File: config.mk
export PLATFORM = sky130hd
export DESIGN_NAME = scanline_lane_edge_finder_core
export DESIGN_NICKNAME = d
export VERILOG_FILES = /design/src/rtl/core/slef_pkg.sv /design/src/rtl/core/scanline_lane_edge_finder_core.sv /design/src/rtl/core/slef_run_tracker.sv
export VERILOG_INCLUDE_DIRS = /design/src /design/src/rtl/core
export SDC_FILE = /design/constraint.sdc
export NUM_CORES = 1
export LEC_CHECK = 0
export BUFFER_PORTS_ARGS = -buffer_cell sky130_fd_sc_hd__buf_2
export CORE_ASPECT_RATIO = 1.1
export CORE_MARGIN = 2
export CORE_UTILIZATION = 66
export DETAILED_ROUTE_END_ITERATION = 16
export PLACE_DENSITY = 0.87
export RECOVER_POWER = 25
export REMOVE_ABC_BUFFERS = 1
export SLEW_MARGIN = 20
export SYNTH_ARGS = -nofsm -noshare
export SYNTH_HDL_FRONTEND = slang
export SYNTH_SLANG_ARGS = --single-unit
File: constraint.sdc
create_clock -name clk_i -period 13.6 [get_ports clk_i]
set_input_delay 2.04 -clock clk_i [delete_from_list [all_inputs] [get_ports clk_i]]
set_output_delay 2.04 -clock clk_i [all_outputs]
set_load 0.01 [all_outputs]
File: src/rtl/core/assert_macros.svh
// ----------------------------------------------------------------------------
// assert_macros.svh
// Concurrent assertion helpers, clocked on clk_i and disabled during reset.
// ----------------------------------------------------------------------------
`ifndef ASSERT_MACROS_SVH
`define ASSERT_MACROS_SVH

`ifndef SYNTHESIS
// prop must hold at every clock edge out of reset
`define ASSERT_CLK(lbl, prop, msg) \
  lbl: assert property (@(posedge clk_i) disable iff (!rst_ni) (prop)) else $error(msg);
// cond must never be true at a clock edge out of reset
`define ASSERT_NEVER(lbl, cond, msg) \
  lbl: assert property (@(posedge clk_i) disable iff (!rst_ni) !(cond)) else $error(msg);
`else
`define ASSERT_CLK(lbl, prop, msg)
`define ASSERT_NEVER(lbl, cond, msg)
`endif

`endif

File: src/rtl/core/slef_pkg.sv
// ----------------------------------------------------------------------------
// slef_pkg
// Shared types and constants of the scanline lane edge finder.
// ----------------------------------------------------------------------------
`timescale 1ns / 1ps

package slef_pkg;

  localparam int unsigned PIX_W    = 8;
  localparam int unsigned LEFT_W   = 10;
  localparam int unsigned RIGHT_W  = 11;
  localparam int unsigned CENTER_W = 10;
  localparam int unsigned CFG_W    = 11;
  localparam int unsigned CFG_IDX_W = 1;

  localparam logic [CENTER_W-1:0] CENTER_RESET   = 10'd320;
  localparam logic [RIGHT_W-1:0]  NO_RIGHT_RESET = 11'd640;

  // register indexes
  localparam logic [CFG_IDX_W-1:0] CFG_CENTER_COLUMN  = 1'd0;
  localparam logic [CFG_IDX_W-1:0] CFG_NO_RIGHT_VALUE = 1'd1;

  typedef struct packed {
    logic [PIX_W-1:0] pixel_value;
    logic             line_end;
  } in_word_t;

  typedef struct packed {
    logic [LEFT_W-1:0]  left_position;
    logic [RIGHT_W-1:0] right_position;
  } out_word_t;

  typedef struct packed {
    logic [CENTER_W-1:0] center_column;
    logic [RIGHT_W-1:0]  no_right_value;
  } cfg_t;

endpackage

File: src/rtl/core/scanline_lane_edge_finder_core.sv
// ----------------------------------------------------------------------------
// scanline_lane_edge_finder_core
// Lane edge finder over a binarized scanline stream.
// ----------------------------------------------------------------------------
// One pixel word is taken per clock, back to back, while the input is not
// stalled. An input register feeds the run tracker, whose per-pixel update
// is combinational into its state registers, and the line result is held in
// an output register: the result word of a line is loaded into it when its
// line-end pixel moves on from the input register, which holds that pixel
// while an unread result waits. Only the line-end pixel produces a word; input stalls only when
// a line-end pixel is waiting behind an unread result. Columns saturate at
// MAX_WIDTH-1. Configuration writes take effect at once and are to be made
// while no line is in flight.
`timescale 1ns / 1ps
`include "assert_macros.svh"

module scanline_lane_edge_finder_core
  import slef_pkg::*;
#(
  parameter int unsigned MAX_WIDTH = 1024
) (
  input  logic                 clk_i,
  input  logic                 rst_ni,
  input  logic                 in_valid_i,
  output logic                 in_ready_o,
  input  in_word_t             in_word_i,
  output logic                 out_valid_o,
  input  logic                 out_ready_i,
  output out_word_t            out_word_o,
  input  logic                 cfg_we_i,
  input  logic [CFG_IDX_W-1:0] cfg_index_i,
  input  logic [CFG_W-1:0]     cfg_data_i
);

  cfg_t      cfg_q;
  logic      s1_valid_q;
  in_word_t  s1_q;
  logic      s1_adv, step, load_out;
  out_word_t result;
  logic      out_valid_q;
  out_word_t out_q;

  always_ff @(posedge clk_i or negedge rst_ni) begin
    if (!rst_ni) begin
      cfg_q.center_column  <= CENTER_RESET;
      cfg_q.no_right_value <= NO_RIGHT_RESET;
    end else if (cfg_we_i) begin
      unique case (cfg_index_i)
        CFG_CENTER_COLUMN:  cfg_q.center_column  <= cfg_data_i[CENTER_W-1:0];
        CFG_NO_RIGHT_VALUE: cfg_q.no_right_value <= cfg_data_i[RIGHT_W-1:0];
        default: ;
      endcase
    end
  end

  // a line-end word may only move on when the output register is free or being read
  assign s1_adv     = !s1_q.line_end || !out_valid_q || out_ready_i;
  assign step       = s1_valid_q && s1_adv;
  assign load_out   = step && s1_q.line_end;
  assign in_ready_o = !s1_valid_q || s1_adv;

  always_ff @(posedge clk_i or negedge rst_ni) begin
    if (!rst_ni) begin
      s1_valid_q <= 1'b0;
    end else if (in_ready_o) begin
      s1_valid_q <= in_valid_i;
    end
  end

  always_ff @(posedge clk_i) begin
    if (in_ready_o && in_valid_i) begin
      s1_q <= in_word_i;
    end
  end

  slef_run_tracker #(
    .MAX_WIDTH (MAX_WIDTH)
  ) u_tracker (
    .clk_i    (clk_i),
    .rst_ni   (rst_ni),
    .step_i   (step),
    .pix_i    (s1_q),
    .cfg_i    (cfg_q),
    .result_o (result)
  );

  always_ff @(posedge clk_i or negedge rst_ni) begin
    if (!rst_ni) begin
      out_valid_q <= 1'b0;
    end else if (load_out) begin
      out_valid_q <= 1'b1;
    end else if (out_ready_i) begin
      out_valid_q <= 1'b0;
    end
  end

  always_ff @(posedge clk_i) begin
    if (load_out) begin
      out_q <= result;
    end
  end

  assign out_valid_o = out_valid_q;
  assign out_word_o  = out_q;

  `ASSERT_CLK(a_out_from_line_end, $rose(out_valid_q) |-> $past(s1_valid_q && s1_q.line_end), "result word without line end")
  `ASSERT_CLK(a_stall_cause, !in_ready_o |-> s1_valid_q && s1_q.line_end && out_valid_q && !out_ready_i, "input stalled without a blocked result")
  `ASSERT_CLK(a_s1_holds, s1_valid_q && !s1_adv |=> s1_valid_q && $stable(s1_q), "stalled input register changed")

endmodule

File: src/rtl/core/slef_run_tracker.sv
// ----------------------------------------------------------------------------
// slef_run_tracker
// Per-line run tracking: column counter, open run, best left/right centroids.
// ----------------------------------------------------------------------------
`timescale 1ns / 1ps
`include "assert_macros.svh"

module slef_run_tracker
  import slef_pkg::*;
#(
  parameter int unsigned MAX_WIDTH = 1024
) (
  input  logic      clk_i,
  input  logic      rst_ni,
  input  logic      step_i,
  input  in_word_t  pix_i,
  input  cfg_t      cfg_i,
  output out_word_t result_o
);

  localparam int unsigned IDX_W = (MAX_WIDTH > 2) ? $clog2(MAX_WIDTH) : 1;
  localparam int unsigned SUM_W = (IDX_W + 1 > CENTER_W + 2) ? IDX_W + 1 : CENTER_W + 2;
  localparam logic [IDX_W-1:0] IDX_MAX = IDX_W'(MAX_WIDTH - 1);

  logic [IDX_W-1:0] idx_q, idx_d;
  logic             inside_q, inside_d;
  logic [IDX_W-1:0] start_q, start_d;
  logic             have_left_q, have_left_d;
  logic [IDX_W-1:0] best_left_q, best_left_d;
  logic             have_right_q, have_right_d;
  logic [IDX_W-1:0] best_right_q, best_right_d;

  logic             fg, last, open_run, close_run, is_right;
  logic [IDX_W-1:0] run_first, run_last, mid;
  logic [SUM_W-1:0] sum, thresh;
  logic             hl_n, hr_n;
  logic [IDX_W-1:0] bl_n, br_n;
  logic [IDX_W+RIGHT_W:0] left_wide, right_wide;

  always_comb begin
    fg        = |pix_i.pixel_value;
    last      = pix_i.line_end;
    open_run  = inside_q || fg;
    run_first = inside_q ? start_q : idx_q;
    close_run = open_run && (!fg || last);

    // end column never falls before the start, even at a saturated index
    if (fg) begin
      run_last = idx_q;
    end else if (idx_q > run_first) begin
      run_last = idx_q - 1'b1;
    end else begin
      run_last = run_first;
    end

    sum      = SUM_W'(run_first) + SUM_W'(run_last);
    mid      = sum[IDX_W:1];
    thresh   = SUM_W'({cfg_i.center_column, 1'b0}) + SUM_W'(2);
    is_right = sum >= thresh;

    hl_n = have_left_q;
    bl_n = best_left_q;
    hr_n = have_right_q;
    br_n = best_right_q;
    if (close_run) begin
      if (is_right) begin
        if (!have_right_q || mid < best_right_q) begin
          hr_n = 1'b1;
          br_n = mid;
        end
      end else begin
        if (!have_left_q || mid > best_left_q) begin
          hl_n = 1'b1;
          bl_n = mid;
        end
      end
    end

    left_wide  = (IDX_W + RIGHT_W + 1)'(hl_n ? bl_n : '0);
    right_wide = hr_n ? (IDX_W + RIGHT_W + 1)'(br_n)
                      : (IDX_W + RIGHT_W + 1)'(cfg_i.no_right_value);
    result_o.left_position  = left_wide[LEFT_W-1:0];
    result_o.right_position = right_wide[RIGHT_W-1:0];

    idx_d        = idx_q;
    inside_d     = inside_q;
    start_d      = start_q;
    have_left_d  = have_left_q;
    best_left_d  = best_left_q;
    have_right_d = have_right_q;
    best_right_d = best_right_q;
    if (step_i) begin
      if (last) begin
        idx_d        = '0;
        inside_d     = 1'b0;
        start_d      = '0;
        have_left_d  = 1'b0;
        best_left_d  = '0;
        have_right_d = 1'b0;
        best_right_d = '0;
      end else begin
        if (idx_q != IDX_MAX) begin
          idx_d = idx_q + 1'b1;
        end
        inside_d     = open_run && !close_run;
        start_d      = run_first;
        have_left_d  = hl_n;
        best_left_d  = bl_n;
        have_right_d = hr_n;
        best_right_d = br_n;
      end
    end
  end

  always_ff @(posedge clk_i or negedge rst_ni) begin
    if (!rst_ni) begin
      idx_q        <= '0;
      inside_q     <= 1'b0;
      start_q      <= '0;
      have_left_q  <= 1'b0;
      best_left_q  <= '0;
      have_right_q <= 1'b0;
      best_right_q <= '0;
    end else begin
      idx_q        <= idx_d;
      inside_q     <= inside_d;
      start_q      <= start_d;
      have_left_q  <= have_left_d;
      best_left_q  <= best_left_d;
      have_right_q <= have_right_d;
      best_right_q <= best_right_d;
    end
  end

  `ASSERT_CLK(a_line_end_clears, step_i && pix_i.line_end |=> idx_q == '0 && !inside_q && !have_left_q && !have_right_q, "line end did not clear tracker")
  `ASSERT_NEVER(a_start_after_idx, inside_q && start_q > idx_q, "open run starts after current column")
  `ASSERT_NEVER(a_left_beyond_idx, have_left_q && best_left_q > idx_q, "left centroid beyond current column")

endmodule
==> impl_results.md <==
* DP HPWL at 10400 microns
* R2r setup slk at 5.44 ns
* Number of vias per cell at 6.39
* Placed Cells at 751
* Endpoints failing hold at 0
* Routed WL at 14300 microns
* CP Capture Type: register
* Initial antenna violation count at 0
* Sequential area share after synthesis at 41.5%
* Syn-to-layout area delta at 8.68%
* Grt ovf at 0
* CTS Buf Count at 9
* TNS Setup at 0 ns
* Ys Warns at 0
* Asr flop ratio synth at 68.8%
* Most common cell after layout, fill and taps aside: dfrtp_1
* Synth Register Bits at 96
* Die Footprint at 0.0101 sq mm
* Xor and xnor area share after synthesis at 3.43%
* VDD IR max at 0.0866 mV
* CTS tree: built
* Clock Sinks at 96
* Chip height at 105 microns
* Post-Layout Cell Count at 768
* Core area at 0.00921 sq mm
* Max Slew Vio Count at 67
* Worst R2R End: out_word_o[1]$_DFFE_PP_
* Startpoint Class: register
* Post-DR wirelength/cell at 18.6 microns
* Mean Syn Cell Area at 10.2 sq um
* GRT Util Overall at 29.6%
* Power after layout at 777 uW
* First-pass GRT wire length at 23100 microns
* Layout cells sized above 1 at 17.7%
* Final period util at 60.0%
* H-tree depth reported by CTS at 3
* Violated checks: max-capacitance violations, max-slew violations
* Row count at 37
* Core Util, Final at 72.8%
* Antenna diodes at 0
* Initial Util at 66.9%
* Fin crit period at 8.16 ns
* Pin count of the biggest net entering global routing at 67
* Antenna Nets Post-Route at 0
* Post-synthesis simple-gate area fraction at 13.3%
* Worst EP required at 13.78 ns
* WHS Endpoint: u_tracker.start_q[9]$_DFFE_PN0P_
* Number of post-CTS setup repair buffers at 0
* CTS Hold Bufs at 0
* Min-delay worst type: register to register
* RSZ-0062 raised after global routing: false
* DRT Pass-1 Iters at 6
* Status: finished, violations left
* PwrDens at 116 mW/mm^2
* Chip width at 96.2 microns
* HP Start: u_tracker.start_q[9]$_DFFE_PN0P_
* Synthesized area at 0.00617 sq mm
* Port Buffer Count at 48
* I/O pin count at 49
* GPL Wtd Cong at 0.897
* Leakage at 0.00312 uW
* Root Buffer: clkbuf_8
* CP Class: register to register
* CP max FO at 17
* Most frequent cells in the layout: 62 x dfrtp_1, 50 x ha_1, 48 x buf_2
* Slew HR at -139%
* Deepest clock path buffer count at 2
* Register Area at 0.00256 sq mm
* Clock-pin slew on the worst setup and hold paths at 0.10 ns
* EDFF count, synth at 30
* RR Startpoint: u_tracker.inside_q$_DFFE_PN0P_
* WHS Path Cells at 2
* DR DRC count at 0
* Final nets at 723
* Worst skew pair latency at 0.38 ns
* 1st-iter DRT viols at 313
* Max cap viols at 1
* Worst slew pin tran at 3.59 ns
* Vias in the first global route at 4828
* Post-synthesis adder-cell area fraction at 10.6%
* Vias at 4904
* FILL cells at 645
* Clock Skews at 0.0124 ns
* Post_cts resized at 0
* F_max at 123 MHz
* Setup-failing EPs final at 0
* Cells after synthesis at 604
* R2R depth at 27
* Main combinational cell family by area after synthesis: compound AO/OA/AOI/OAI gates
* Synth unique cells at 74
* CP arrival at 8.34 ns
* Footprint of the multi-input gates at 0.00330 sq mm
* Predominant post-synthesis flop cell: dfrtp_1
* Mux cell area share after synthesis at 8.74%
* Compound-Gate Fraction of Synth Area at 17.2%
[Yosys cell counts, types with 3 or more instances]
cell	count	area share [%]
xor2_1	13	1.8
dfrtp_1	62	25
a22oi_1	6	0.73
nand4b_1	3	0.43
o21ai_0	25	2.0
nand3_1	13	1.1
o22ai_1	3	0.30
nand4_1	10	1.0
buf_6	3	0.55
mux2_2	20	3.7
xnor2_1	8	1.1
mux2_1	3	0.55
o21a_1	6	0.73
nor2_1	45	2.7
nand2_1	44	2.7
and2_1	7	0.71
nor4_1	5	0.51
a221oi_1	5	0.71
clkbuf_1	15	0.91
or3_1	7	0.71
inv_1	46	2.8
o31ai_1	10	1.2
nor3_1	8	0.65
dfstp_2	4	1.7
a21o_1	9	1.1
mux2i_1	28	4.5
ha_1	50	10
o221ai_1	3	0.43
o21ai_1	13	1.1
buf_1	4	0.24
a31oi_1	3	0.30
a22o_1	14	2.0
nand2b_1	4	0.41
a21oi_1	19	1.5
o211ai_1	3	0.37
nor2b_1	9	0.91
edfxtp_1	30	15
[flip-flops by register name, indices dropped and copies added (netlist names)]
| name | count |
|---|---|
| cfg_q | 21 |
| out_word_o | 21 |
| u_tracker.best_left_q | 10 |
| u_tracker.best_right_q | 10 |
| u_tracker.idx_q | 10 |
| u_tracker.start_q | 10 |
| s1_q | 9 |
| out_valid_o | 1 |
| s1_valid_q | 1 |
| u_tracker.have_left_q | 1 |
| u_tracker.have_right_q | 1 |
| u_tracker.inside_q | 1 |
[per-stage QoR]
step                      setup WS (ns)  hold slack (ns)  area (sq um)
final                              5.44            0.494          6700
after global routing               4.81            0.525          6700
after global placement             5.57            0.459          6470
after detailed placement           5.26            0.471          6470
after floorplan                    5.74            0.448          6020
after CTS                          5.22            0.492          6700
[routing by layer]
metal	GRT usage [%]	wire length, microns
met4	14.3	472
met1	36.7	5590
met2	48.8	7340
met5	0	0
met3	5.72	853
[where the power goes]
part           internal (uW)  switching [uW]  leakage [uW]
clock network            106             108      0.000114
registers                324            20.2       0.00115
logic                   93.9             125       0.00186
[critical path, cell delays in order, from the launching register on]
cell,delay [ns]
dfrtp_1,0.72
mux2i_1,0.47
ha_1,0.33
nor2b_1,0.14
o21a_1,0.16
o21a_1,0.16
o211ai_1,0.15
a21oi_1,0.12
o41ai_4,0.71
o21ai_0,0.22
a31oi_1,0.23
ha_1,0.27
inv_1,0.08
fa_1,0.42
nor2b_1,0.13
o21ai_1,0.06
nand2b_1,0.12
a21o_1,0.13
a21o_2,0.15
a31oi_1,0.12
o21ai_1,0.68
ha_1,0.30
a211oi_1,0.07
a211o_1,0.30
or3_1,0.66
nor3_2,0.51
nor2_1,0.18
a221oi_1,0.37
[final cells by class]
class                      count  share of cell area (%)
multi-input combinational    435                    49.2
sequential                    96                    38.2
timing repair buffer          56                    4.42
inverter                      48                    2.69
tap                          117                    2.18
clock buffer                   9                    1.85
clock inverter                 7                    1.51
[worst max-delay path by stage]
stage / slack (ns) / startpoint / endpoint
floorplan: 5.74 / u_tracker.inside_q$_DFFE_PN0P_ / out_word_o[11]$_SDFFCE_PN0P_
global placement: 5.57 / u_tracker.inside_q$_DFFE_PN0P_ / out_word_o[1]$_DFFE_PP_
detailed placement: 5.26 / u_tracker.inside_q$_DFFE_PN0P_ / out_word_o[1]$_DFFE_PP_
CTS: 5.22 / u_tracker.inside_q$_DFFE_PN0P_ / out_word_o[1]$_DFFE_PP_
global route: 4.81 / u_tracker.inside_q$_DFFE_PN0P_ / out_word_o[1]$_DFFE_PP_
finish: 5.44 / u_tracker.inside_q$_DFFE_PN0P_ / out_word_o[1]$_DFFE_PP_
[logic make-up after synthesis]
| family | after synthesis |
|---|---|
| simple gates | 164 |
| compound gates | 146 |
| flops | 96 |
| mux | 51 |
| fa+ha+maj | 52 |
| xor+xnor | 22 |
| buf+inv | 73 |
(Power assumes the default switching activity.)
